--- config.mk ---
export PLATFORM = sky130hd
export DESIGN_NAME = svm_ctrl
export DESIGN_NICKNAME = d
export VERILOG_FILES = /design/src/rtl/stack_vm_instruction_executor_assert.svh /design/src/rtl/svm_pkg.sv /design/src/rtl/svm_ctrl.sv
export SDC_FILE = /design/constraint.sdc
export NUM_CORES = 1
export LEC_CHECK = 0
export ABC_AREA = 1
export BUFFER_PORTS_ARGS = -buffer_cell sky130_fd_sc_hd__buf_2
export CAP_MARGIN = 20
export CORE_AREA = 2 2 39 41
export CTS_CLUSTER_SIZE = 10
export DETAILED_ROUTE_END_ITERATION = 10
export DIE_AREA = 0 0 41 43
export GPL_ROUTABILITY_DRIVEN = 0
export HOLD_SLACK_MARGIN = 0.05
export PLACE_DENSITY = 0.44
export SKIP_LAST_GASP = 1
export SLEW_MARGIN = 20
export SYNTH_ARGS = -nofsm -noshare
export SYNTH_HDL_FRONTEND = slang
export SYNTH_SLANG_ARGS = --single-unit
--- constraint.sdc ---
create_clock -name clk -period 1.15 [get_ports clk]
set_input_delay 0.23 -clock clk [delete_from_list [all_inputs] [get_ports clk]]
set_output_delay 0.23 -clock clk [all_outputs]
set_load 0.01 [all_outputs]
--- src/rtl/stack_vm_instruction_executor_assert.svh ---
// ---------------------------------------------------------------------------
// Stack VM executor assertion macros
// Shared property wrappers, clocked on clk and disabled during reset.
// ---------------------------------------------------------------------------
`ifndef STACK_VM_INSTRUCTION_EXECUTOR_ASSERT_SVH
`define STACK_VM_INSTRUCTION_EXECUTOR_ASSERT_SVH

// implication checked on every rising edge outside reset
`define SVM_ASSERT_IMPL(lbl, ante, cons, msg) \
	lbl: assert property (@(posedge clk) disable iff (!arst_n) (ante) |-> (cons)) \
		else $error(msg);

// implication whose consequent is checked in the cycle after the antecedent
`define SVM_ASSERT_NEXT(lbl, ante, cons, msg) \
	lbl: assert property (@(posedge clk) disable iff (!arst_n) (ante) |=> (cons)) \
		else $error(msg);

`endif

--- src/rtl/svm_pkg.sv ---
// ---------------------------------------------------------------------------
// Stack VM executor package
// Opcodes, error codes, controller states and the control/status bundles.
// ---------------------------------------------------------------------------
package svm_pkg;

	localparam int MEM_WORDS  = 65536;
	localparam int MEM_AW     = $clog2(MEM_WORDS);
	localparam int PROG_DEPTH = 4096;
	localparam int PC_W       = 12;
	localparam int DW         = 32;
	localparam int SW         = 19;
	localparam int REG_COUNT  = 7;

	localparam logic [2:0]    REG_ACC    = 3'd1;
	localparam logic [2:0]    REG_STACK  = 3'd5;
	localparam logic [2:0]    SEL_IMM    = 3'd7;
	localparam logic [DW-1:0] STACK_RST  = 32'd262144;
	localparam logic [DW-1:0] WORD_BYTES = 32'd4;

	typedef enum logic [4:0] {
		OP_ADD  = 5'd0,  OP_SUB  = 5'd1,  OP_MUL  = 5'd2,  OP_DIV  = 5'd3,
		OP_REM  = 5'd4,  OP_MOV  = 5'd5,  OP_PUSH = 5'd6,  OP_POP  = 5'd7,
		OP_LOAD = 5'd8,  OP_SAVE = 5'd9,  OP_NE   = 5'd10, OP_EQ   = 5'd11,
		OP_GT   = 5'd12, OP_GE   = 5'd13, OP_LT   = 5'd14, OP_LE   = 5'd15,
		OP_RET  = 5'd16, OP_JZ   = 5'd17, OP_JUMP = 5'd18, OP_CALL = 5'd19
	} op_t;

	typedef enum logic [2:0] {
		ERR_OK    = 3'd0,
		ERR_DIV0  = 3'd1,
		ERR_OPC   = 3'd2,
		ERR_SIZE  = 3'd3,
		ERR_RANGE = 3'd4
	} err_t;

	typedef enum logic [2:0] {
		ST_CLEAR, ST_IDLE, ST_EXEC, ST_MEM, ST_DIV, ST_DWB
	} state_t;

	typedef struct packed {
		logic load;
		logic mem_rd;
		logic div_start;
		logic commit;
		logic clr_en;
	} svm_cmd_t;

	typedef struct packed {
		logic needs_mem;
		logic needs_div;
		logic div_busy;
		logic out_free;
		logic clr_last;
	} svm_sts_t;

endpackage

--- src/rtl/svm_ctrl.sv ---
// ---------------------------------------------------------------------------
// Stack VM controller
// Sequences memory clear, instruction capture, execute, memory read, divide and commit.
// ---------------------------------------------------------------------------
module svm_ctrl
	import svm_pkg::*;
(
	input  logic     clk,
	input  logic     arst_n,
	input  logic     in_valid,
	output logic     in_ready,
	input  svm_sts_t sts,
	output svm_cmd_t cmd
);

	state_t state_q, state_d;

	always_ff @(posedge clk or negedge arst_n) begin
		if (!arst_n) begin
			state_q <= ST_CLEAR;
		end else begin
			state_q <= state_d;
		end
	end

	// next state
	always_comb begin
		state_d = state_q;
		case (state_q)
			ST_CLEAR: if (sts.clr_last) state_d = ST_IDLE;
			ST_IDLE:  if (in_valid) state_d = ST_EXEC;
			ST_EXEC: begin
				if (sts.needs_div)      state_d = ST_DIV;
				else if (sts.needs_mem) state_d = ST_MEM;
				else if (sts.out_free)  state_d = ST_IDLE;
			end
			ST_MEM:   if (sts.out_free) state_d = ST_IDLE;
			ST_DIV:   if (!sts.div_busy) state_d = ST_DWB;
			ST_DWB:   if (sts.out_free) state_d = ST_IDLE;
			default:  state_d = ST_CLEAR;
		endcase
	end

	// outputs
	always_comb begin
		cmd      = '0;
		in_ready = 1'b0;
		case (state_q)
			ST_CLEAR: cmd.clr_en = 1'b1;
			ST_IDLE: begin
				in_ready = 1'b1;
				cmd.load = in_valid;
			end
			ST_EXEC: begin
				cmd.div_start = sts.needs_div;
				cmd.mem_rd    = sts.needs_mem && !sts.needs_div;
				cmd.commit    = !sts.needs_div && !sts.needs_mem && sts.out_free;
			end
			ST_MEM:  cmd.commit = sts.out_free;
			ST_DIV:  cmd      = '0;
			ST_DWB:  cmd.commit = sts.out_free;
			default: cmd      = '0;
		endcase
	end

endmodule

== Word-level counts from Yosys, hierarchy flattened ==
Cells that the tools add are included.
Operators by class
  equal/unequal tests: 8
  multiplexer cells: 12
  reductions and logical operators: 8
Operators with widths (count)
  $mux 3: 6
  $pmux 3 s5: 1
  $eq 3x2->1 const B: 2
  $eq 3x3->1 const B: 2
  $ne 2x2->1 const B: 3
  $eq 3x1->1 const B: 1
  $logic_and 1x1->1: 3
  $logic_not 3->1: 1
  $mux 1: 3
  $reduce_and 3->1: 1
  $logic_not 1->1: 2
  $mux 2: 1
  $pmux 1 s2: 1
  $reduce_or 2->1: 1
Storage, ports and cells
  bits in registers: 3
  bits of input ports: 8
  output and inout port bits: 6
  word-level logic and storage cells: 29

== Depth between registers and ports, before layout ==
Gate-level depths: netlist (run 1).
  depth in word-level cells: 4
  depth in mapped cells: 6
  gate-level depth less buffers: 6

== Worst setup path after synthesis (run 1) ==
No wires, ideal clock.
  kind: register to output
  start point: register state_q[0]
  end point: output port cmd[1] (netlist name)
  data arrival time: 1.001 ns
  required time: 0.920 ns
  slack: -0.081 ns
  cell stages (with the launch flop): 6
  buffers on the path: 0
  cells stage by stage: dfrtp_1 -> inv_1 -> nand3_1 -> o21ai_2 -> nand2_1 -> a21oi_1
RTL lines
  from (decl): line svm_ctrl.sv:16  | state_t state_q, state_d;
  from (signal assigned): line svm_ctrl.sv:22  | state_q <= state_d;
  to (decl): line svm_ctrl.sv:13  | output svm_cmd_t cmd

==> metrics.md, run 1 <==
| Metric | Value |
|---|---|
| Worst-Margin Slew | 189.7 ps |
| Sequential Power Share | 17.7% |
| Share of layout cells above drive strength 1 | 56.76% |
| Max layer used | met4 |
| Total Power | 1.368 mW |
| Sequential cell area fraction in the yosys report | 29.56% |
| Initial antenna violation count | 0 |
| Routed WL | 850 µm |
| Clock power share | 13.9% |
| Combinational share of power | 68.5% |
| Slew headroom | 87.35% |
| Grt total ovfl | 0 |
| EDFF count, synth | 0 |
| Synth warn | 0 |
| H-tree depth | 1 |
| Vias per inst | 4.133 |
| TritonCTS clock tree | done |
| Final Hold Fails | 0 |
| Avg WL per Cell | 9.444 µm |
| Top reg by flops | state_q |
| Synthesized area per cell | 5.773 µm² |
| Reg-to-Reg End | state_q[0] |
| CP Capture Type | primary output |
| Period utilization | 132.9% |
| Initial core utilization | 18.35% |
| Via count | 372 |
| R2R depth | 7 |
| Port bufs | 13 |
| Post-synthesis sequential element count | 3 |
| Gr usage total | 12.35% |
| Worst setup path start | state_q[2] |
| Number of flip-flops in the largest register | 3 |
| Max_cap viols | 0 |
| Syn Std Cell Area | 254.0 µm² |
| VDD IR max | 0.8366 mV |
| Clock Sinks | 3 |
| CORE AREA | 1384 µm² |
| DR pass1 iterations | 4 |
| Ant diodes | 0 |
| Site Rows | 14 |
| Synth Instances | 44 |
| Sw Share | 44.91% |
| Net switching power | 614.3 µW |
| Hold Crit Endpoint | state_q[0] |
| Skew final | 0.8298 ps |
| Clock buffer count from CTS | 3 |
| Met3 wire len | 40 µm |
| Reg clk slew, reported paths | 40 ps |
| Metal2 WL | 424 µm |
| Die width | 41 µm |
| Fmax | 654.2 MHz |
| Hold depth | 4 |
| CTS root buf | clkbuf_4 |
| Vias in the first global route | 365 |
| Unique masters post-synth | 11 |
| CTS max path bufs | 2 |
| Status | finished, violations left |
| Final worst setup slack | -378.5 ps |
| Hold Path Class | input pin to register |
| Synth top area cells | dfrtp_1, nand3_1, inv_1, nand2_1, nor2_1 |
| First-pass GRT wire length | 1.407 mm |
| Min-delay src | in_valid |
| Violated checks | setup timing |
| FF-to-FF setup slack | -80 ps |
| Max FO, Critical Path | 4 |
| DIE AREA | 1763 µm² |
| Reg-to-Reg Start | state_q[2] |
| Synth-to-Final Area Change | 100.5% |
| Yosys top cell by area | dfrtp_1 |
| Area fraction of the dominant cell type after synthesis | 29.56% |
| Unrepaired setup endpoints after global routing | yes |
| PD cells | 2686 nW/µm² |
| Int Pwr | 753.6 µW |
| Routed Antenna Nets | 0 |
| Fin Setup TNS | -2047 ps |
| Net Count, Synth | 52 |
| Largest net degree at the start of global routing | 7 |
| CP required | 920 ps |
| Residual DRC count | 0 |
| Clock Latency Late Sink | 240 ps |
| DRT met1 WL | 358 µm |
| Min cycle time layout | 1528 ps |
| Placed Cells | 82 |
| Final cell count without fillers | 90 |
| Largest regs | state_q: 3 flops |
| DP Wirelength | 601.4 µm |
| Main flop type after synthesis | dfrtp_1 |
| DR iter-0 viols | 9 |
| Worst Path Arrival | 1300 ps |
| Synth cell count leaders | inv_1, nand2_1, nor2_1 |
| WS Path Type | register to primary output |
| Critical path startpoint category | register |
| Die Y | 43 µm |
| LEAKAGE | 0.2927 nW |
| Slew Viols, Final | 0 |
| Final setup violation count | 8 |
| Synth async-reset ratio | 100.0% |
| Fin nets | 83 |
| Number of I/O pins | 14 |
## worst max-delay path by stage
stage               slack [ps]  cells past startpoint      to
floorplan                  -20                      6  cmd[1]
detailed placement        -180                      7  cmd[1]
global route              -450                      7  cmd[1]
finish                    -380                      7  cmd[1]
CTS                       -350                      6  cmd[1]
global placement          -180                      7  cmd[1]
## repair_timing
action,CTS,global route
buffers inserted,3,0
hold buffers,1,0
gates resized for setup,5,5
endpoints found under the hold margin,3,0
cloned,0,0
pin swaps,2,0
endpoints found under the setup margin,8,9
## logic make-up after synthesis
| kind of cell | count (synthesis) | synth area share, % |
|---|---|---|
| buffers and inverters | 10 | 14.78 |
| and+or+nand+nor | 25 | 41.38 |
| DFF | 3 | 29.56 |
| AOI/OAI and AO/OA | 6 | 14.29 |
## critical path: stages (launching register included)
cell	delay, ps
dfrtp_1	430
inv_2	80
nand2_2	110
nand3_4	90
o21ai_2	70
nand2_1	70
a21oi_2	90
buf_2	130
## cell usage in the layout (no fill, tap or decap), types with 2 or more instances in the layout
cell type,instances
buf_2,13
buf_4,11
nand2_1,7
inv_1,7
nor2_1,5
nand3_1,5
inv_2,3
nand2_2,3
clkbuf_4,3
nor2_2,2
o21ai_0,2
dfrtp_1,2
## power by group through the flow
stage	Sequential (mW)	Clock, mW	Combinational [mW]
3_5_place_dp	0.232	0	0.743
5_1_grt	0.248	0.206	1.05
2_1_floorplan	0.226	0	0.393
3_3_place_gp	0.235	0	0.743
6_report	0.242	0.190	0.936
4_1_cts	0.232	0.197	0.877
## layout make-up
type | count | area (µm²)
clock buffers | 4 | 26.28
multi-input cells | 31 | 180.2
inverters | 10 | 37.54
well taps | 16 | 20.02
flip-flops and latches | 3 | 76.32
fillers | 159 | 874.6
repair buffers | 26 | 168.9
## through the flow
stage               hold slack [ps]  cell area (µm²)  worst slack (ps)  util (%)
floorplan                    -65.59            262.8            -17.23         -
finish                        262.2            509.2            -378.5     36.80
detailed placement            26.95            415.4            -180.8     30.02
global placement              25.46            415.4            -183.0     30.02
global route                  296.3            509.2            -450.2     36.80
CTS                           256.3            489.2            -349.9     35.35
## routing by layer
layer / vias to the layer above / global-route usage, %
met5: - / 0
met4: 0 / 10.00
met3: 3 / 3.665
met2: 11 / 18.13
met1: 163 / 13.83
li1: 195 / -
No activity file was read; power rests on OpenSTA's default activity.
==> run 2, diff against run 1 <==
Settings changed: ABC_AREA 1 to unset, PLACE_DENSITY 0.44 to 0.46.
==> metrics.md, run 2 <==
| Metric | Value |
|---|---|
| Status | finished, violations left (unchanged) |
| Violated checks | setup timing (unchanged) |
| Max FO, Critical Path | 6 (was 4) |
| Combinational share of power | 61.5% (was 68.5%) |
| Final setup violation count | 6 (was 8) |
| H-tree depth | 1 (unchanged) |
| Unique masters post-synth | 21 (was 11) |
| Worst Path Arrival | 1200 ps (was 1300 ps) |
| Synth-to-Final Area Change | 68.75% (was 100.5%) |
| TritonCTS clock tree | done (unchanged) |
| Period utilization | 124.5% (was 132.9%) |
| CP required | 920 ps (about the same) |
| Clock power share | 16.7% (was 13.9%) |
| Largest net degree at the start of global routing | 7 (unchanged) |
| Clock Sinks | 3 (unchanged) |
| Number of I/O pins | 14 (unchanged) |
| Die Y | 43 µm (unchanged) |
| Post-synthesis sequential element count | 3 (unchanged) |
| Area fraction of the dominant cell type after synthesis | 26.79% (was 29.56%) |
| Most frequent cells in the layout | buf_2, buf_4 (was buf_2, buf_4, nand2_1, inv_1) |
| Net Count, Synth | 42 (was 52) |
| Largest regs | state_q: 3 flops (unchanged) |
| First-pass GRT wire length | 1.228 mm (was 1.407 mm) |
| Post-place setup slack | -73.12 ps (was -180.8 ps) |
| Fin Setup TNS | -1361 ps (was -2047 ps) |
| Critical path startpoint category | register (unchanged) |
| Initial core utilization | 20.25% (was 18.35%) |
| Initial antenna violation count | 0 (unchanged) |
| Synth async-reset ratio | 100.0% (unchanged) |
| LEAKAGE | 0.2504 nW (was 0.2927 nW) |
| CP Capture Type | primary output (unchanged) |
| CTS max path bufs | 2 (unchanged) |
| Fin nets | 67 (was 83) |
| CORE AREA | 1384 µm² (unchanged) |
| DR pass1 iterations | 3 (was 4) |
| Routed WL | 729 µm (was 850 µm) |
| Slew Viols, Final | 0 (unchanged) |
| Final worst setup slack | -281.6 ps (was -378.5 ps) |
| Synth cell count leaders | o21ai_0, dfrtp_1, inv_1, nor2_1, nor2b_1 (was inv_1, nand2_1, nor2_1) |
| Grt total ovfl | 0 (unchanged) |
| Ant diodes | 0 (unchanged) |
| VDD IR max | 0.9502 mV (was 0.8366 mV) |
| Port bufs | 13 (unchanged) |
| Total Power | 1.095 mW (was 1.368 mW) |
| CTS root buf | clkbuf_4 (unchanged) |
| Skew final | 1.596 ps (was 0.8298 ps) |
| Reg clk slew, reported paths | 40 ps (about the same) |
| Sequential Power Share | 21.9% (was 17.7%) |
| Synth Instances | 34 (was 44) |
| Synthesized area per cell | 8.243 µm² (was 5.773 µm²) |
| Fin Hold WS | 318.3 ps (was 262.2 ps) |
| Routed Antenna Nets | 0 (unchanged) |
| Avg WL per Cell | 9.851 µm (was 9.444 µm) |
| Critical-path top delay cell | dfrtp_2 (was dfrtp_1) |
| Fmax | 698.5 MHz (was 654.2 MHz) |
| Top reg by flops | state_q (unchanged) |
| Synth top area cells | dfrtp_1, o21ai_0, nor2b_1, and2b_1, nand2b_4 (was dfrtp_1, nand3_1, inv_1, nand2_1, nor2_1) |
| Int Pwr | 683.1 µW (was 753.6 µW) |
| Commonest non-fill, non-tap cell in the layout | buf_2 (unchanged) |
| Vias per inst | 4.189 (was 4.133) |
| Clock Latency Late Sink | 230 ps (was 240 ps) |
| WS Path Type | register to primary output (unchanged) |
| Final Hold Fails | 0 (unchanged) |
| Share of layout cells above drive strength 1 | 55.17% (was 56.76%) |
| Sw Share | 37.64% (was 44.91%) |
| Yosys top cell by area | dfrtp_1 (unchanged) |
| Net switching power | 412.3 µW (was 614.3 µW) |
| Gr usage total | 10.85% (was 12.35%) |
| Sequential cell area fraction in the yosys report | 26.79% (was 29.56%) |
| Via count | 310 (was 372) |
| Die width | 41 µm (unchanged) |
| Main flop type after synthesis | dfrtp_1 (unchanged) |
| Slew headroom | 86.94% (was 87.35%) |
| Top-count cell post-synth | o21ai_0 |
| Syn Std Cell Area | 280.3 µm² (was 254.0 µm²) |
| Max_cap viols | 0 (unchanged) |
| Vias in the first global route | 297 (was 365) |
| Synth warn | 0 (unchanged) |
| Number of flip-flops in the largest register | 3 (unchanged) |
| Residual DRC count | 0 (unchanged) |
| DR iter-0 viols | 5 (was 9) |
| DIE AREA | 1763 µm² (unchanged) |
| Min cycle time layout | 1432 ps (was 1528 ps) |
| Hold Path Class | input pin to asynchronous set/reset pin (was input pin to register) |
| Clock buffer count from CTS | 3 (unchanged) |
| Unrepaired setup endpoints after global routing | yes (unchanged) |
| Worst-Margin Slew | 195.1 ps (was 189.7 ps) |
| PD cells | 2316 nW/µm² (was 2686 nW/µm²) |
| EDFF count, synth | 0 (unchanged) |
| Crit-path cells | and2b_1 -> nand2_1 -> a21boi_1 -> buf_2 (was inv_2 -> nand2_2 -> nand3_4 -> o21ai_2 -> nand2_1 -> a21oi_2 -> buf_2) |
| Site Rows | 14 (unchanged) |
| Worst stage delay on the critical path | 440 ps (was 430 ps) |
-- run 2: final timing paths --
kind / startpoint / slack [ps] / depth (start not counted) / end
worst min register to register: state_q[2] / 650 / 2 / state_q[1]
worst min-delay path: arst_n / 320 / 2 / state_q[2]
worst max register to register: state_q[2] / 10 / 4 / state_q[2]
worst max-delay path: state_q[1] / -280 / 4 / cmd[1]
min in group clk: in_valid / 320 / 3 / state_q[0]
max in group asynchronous: arst_n / 710 / 2 / state_q[1]
-- run 2: metal layers --
| metal | wire length [µm] | vias to the layer above | GRT usage [%] |
|---|---|---|---|
| met5 | 0 | - | 0 |
| met4 | 0 | 0 | 10.00 |
| met3 | 41 | 0 | 3.141 |
| met2 | 380 | 8 | 15.31 |
| met1 | 307 | 137 | 12.26 |
| li1 | - | 165 | - |
-- run 2: stage by stage --
stage	util, %	area (µm²)	instances
floorplan	-	286.5	34
global placement	28.75	397.9	67
detailed placement	28.75	397.9	67
CTS	33.36	461.7	73
global route	34.18	473.0	74
finish	34.18	473.0	74
-- run 2: what timing repair did --
action	CTS	global route
pin swaps	1	4
setup buffers	1	1
endpoints found under the hold margin	3	0
setup endpoints to repair	7	8
gates resized for setup	5	2
hold buffers	1	0
-- run 2: layout make-up --
cell class | count | area, µm²
Fill cell | 155 | 910.9
Clock buffer | 4 | 26.28
Inverter | 3 | 11.26
Multi-Input combinational cell | 27 | 206.4
Tap cell | 16 | 20.02
Sequential cell | 3 | 77.57
Timing Repair Buffer | 21 | 131.4
-- run 2: power groups by stage --
stage               Sequential, mW  Clock [mW]  Combinational [mW]
floorplan                    0.216           0               0.377
global placement             0.218           0               0.604
detailed placement           0.220           0               0.596
CTS                          0.236       0.195               0.653
global route                 0.248       0.215               0.759
finish                       0.239       0.182               0.673
-- run 2: cell families after synthesis --
group / count (synthesis) / share of synthesized area (%)
AOI/OAI and AO/OA: 10 / 23.66
buffers and inverters: 4 / 8.035
DFF: 3 / 26.79
and+or+nand+nor: 17 / 41.52
-- run 2: worst max-delay path, delay by kind of cell (launching register included) --
kind,cells,cell delay [ps]
buffers and inverters,1,140
and+or+nand+nor,2,290
DFF,1,440
AOI/OAI and AO/OA,1,110
==> run 3, diff against run 2 <==
Settings changed: PLACE_DENSITY 0.46 to unset.
==> metrics.md, run 3 (synthesized netlist as in run 2, its figures left out) <==
| Metric | Value |
|---|---|
| Final setup violation count | 6 (unchanged) |
| Reg clk slew, reported paths | 40 ps (about the same) |
| Final design utilization | 31.83% (was 34.18%) |
| Worst stage delay on the critical path | 440 ps (about the same) |
| Min cycle time layout | 1424 ps (was 1432 ps) |
| Unrepaired setup endpoints after global routing | yes (unchanged) |
| CTS max path bufs | 2 (unchanged) |
| TritonCTS clock tree | done (unchanged) |
| Critical path startpoint category | register (unchanged) |
| Clock buffer count from CTS | 3 (unchanged) |
| CTS root buf | clkbuf_4 (unchanged) |
| Slew headroom | 85.53% (was 86.94%) |
| Fin Setup TNS | -1411 ps (was -1361 ps) |
| Avg WL per Cell | 9.549 µm (was 9.851 µm) |
| Post-place setup slack | -35.62 ps (was -73.12 ps) |
| Placed Cells | 65 (was 67) |
| Commonest non-fill, non-tap cell in the layout | buf_2 (unchanged) |
| Seq. cell area | 77.57 µm² (unchanged) |
| Dpl cell area | 382.9 µm² (was 397.9 µm²) |
| Violated checks | setup timing (unchanged) |
| Initial core utilization | 20.25% (unchanged) |
| Routed WL | 678 µm (was 729 µm) |
| Most frequent cells in the layout | buf_2, o21ai_0 (was buf_2, buf_4) |
| Clock Latency Late Sink | 240 ps (was 230 ps) |
| Number of I/O pins | 14 (unchanged) |
| Final instance area | 440.4 µm² (was 473.0 µm²) |
| Port bufs | 13 (unchanged) |
| WS Path Type | register to primary output (unchanged) |
| Crit-path cells | and2b_1 -> nand2_1 -> a21boi_1 -> buf_2 (unchanged) |
| Clock Sinks | 3 (unchanged) |
| DR pass1 iterations | 2 (was 3) |
| PD cells | 2330 nW/µm² (was 2316 nW/µm²) |
| CORE AREA | 1384 µm² (unchanged) |
| Final worst setup slack | -274.2 ps (was -281.6 ps) |
| Via count | 302 (was 310) |
| Die Y | 43 µm (unchanged) |
| Gr usage total | 8.753% (was 10.85%) |
| Critical-path top delay cell | dfrtp_2 (unchanged) |
| Routed Antenna Nets | 0 (unchanged) |
| R2R depth | 3 (was 4) |
| CP required | 920 ps (about the same) |
| Fin Hold WS | 299.9 ps (was 318.3 ps) |
| DP Wirelength | 512.5 µm |
| Hold depth | 3 |
| CP Capture Type | primary output (unchanged) |
| Die width | 41 µm (unchanged) |
| VDD IR max | 0.8110 mV (was 0.9502 mV) |
| Top reg by flops | state_q (unchanged) |
| H-tree depth | 1 (unchanged) |
| Skew final | 1.023 ps (was 1.596 ps) |
| Residual DRC count | 0 (unchanged) |
| Fin nets | 64 (was 67) |
| Max_cap viols | 0 (unchanged) |
| Synth-to-Final Area Change | 57.14% (was 68.75%) |
| Share of layout cells above drive strength 1 | 52.73% (was 55.17%) |
| DR iter-0 viols | 7 (was 5) |
| Site Rows | 14 (unchanged) |
| Vias per inst | 4.254 (was 4.189) |
| Largest regs | state_q: 3 flops (unchanged) |
| Status | finished, violations left (unchanged) |
| Initial antenna violation count | 0 (unchanged) |
| Period utilization | 123.8% (was 124.5%) |
| Total Power | 1.026 mW (was 1.095 mW) |
| Ant diodes | 0 (unchanged) |
| LEAKAGE | 0.2260 nW (was 0.2504 nW) |
| Multi-input logic area | 192.7 µm² (was 206.4 µm²) |
| DIE AREA | 1763 µm² (unchanged) |
| Final Hold Fails | 0 (unchanged) |
| Vias in the first global route | 233 (was 297) |
| Hold Path Class | input pin to register (was input pin to asynchronous set/reset pin) |
| Slew Viols, Final | 0 (unchanged) |
| First-pass GRT wire length | 979 µm (was 1.228 mm) |
| Worst-Margin Slew | 214.8 ps (was 195.1 ps) |
| Number of flip-flops in the largest register | 3 (unchanged) |
| Final cell count without fillers | 71 (was 74) |
| Largest net degree at the start of global routing | 11 (was 7) |
| Grt total ovfl | 0 (unchanged) |
| Fmax | 702.2 MHz (was 698.5 MHz) |
| Worst Path Arrival | 1190 ps (was 1200 ps) |
| Fillers | 151 (was 155) |
| Max FO, Critical Path | 6 (unchanged) |
-- run 3: changes by cell type in the layout (fill, tap and decap cells not counted), sizes merged --
cell and delta:
buf -3
-- run 3: worst max-delay path: cells and delay by family (launching register included) --
kind	cells	cell delay (ps)
flip-flops	1	440
AO/OA/AOI/OAI	1	110
buffers and inverters	1	140
AND/OR/NAND/NOR	2	280
-- run 3: final timing paths --
check                           start  slack, ps          to
hold reg to reg            state_q[2]        620  state_q[1]
setup reg to reg           state_q[0]         20  state_q[0]
setup / recovery           state_q[1]       -270      cmd[1]
max in group asynchronous      arst_n        720  state_q[2]
hold / removal               in_valid        300  state_q[0]
min in group asynchronous      arst_n        320  state_q[0]
-- run 3: cell type report --
cell class	instances	share of cell area, %
clock buffers	4	5.966
flip-flops and latches	3	17.61
well taps	16	4.545
multi-input cells	27	43.75
inverters	3	2.557
repair buffers	18	25.57
-- run 3: layer usage --
metal	wire length, µm	track usage (%)	share of wire, %	vias up
met2	275	11.25	41	14
met1	319	10.68	47	127
met4	21	8.000	3.1	0
met5	0	0	0	-
met3	62	3.141	9.1	2
li1	-	-	-	159
-- run 3: power breakdown --
part | switching [mW] | leakage [nW] | internal (mW)
registers | 0.0644 | 0.0349 | 0.162
logic | 0.267 | 0.176 | 0.343
clock network | 0.0601 | 0.0150 | 0.130
-- run 3: repair_timing --
item,4_1_cts,5_1_grt
hold buffers,1,0
gates resized for setup,4,1
endpoints found under the hold margin,3,0
setup buffers,1,0
endpoints found under the setup margin,7,8
pin swaps,2,2
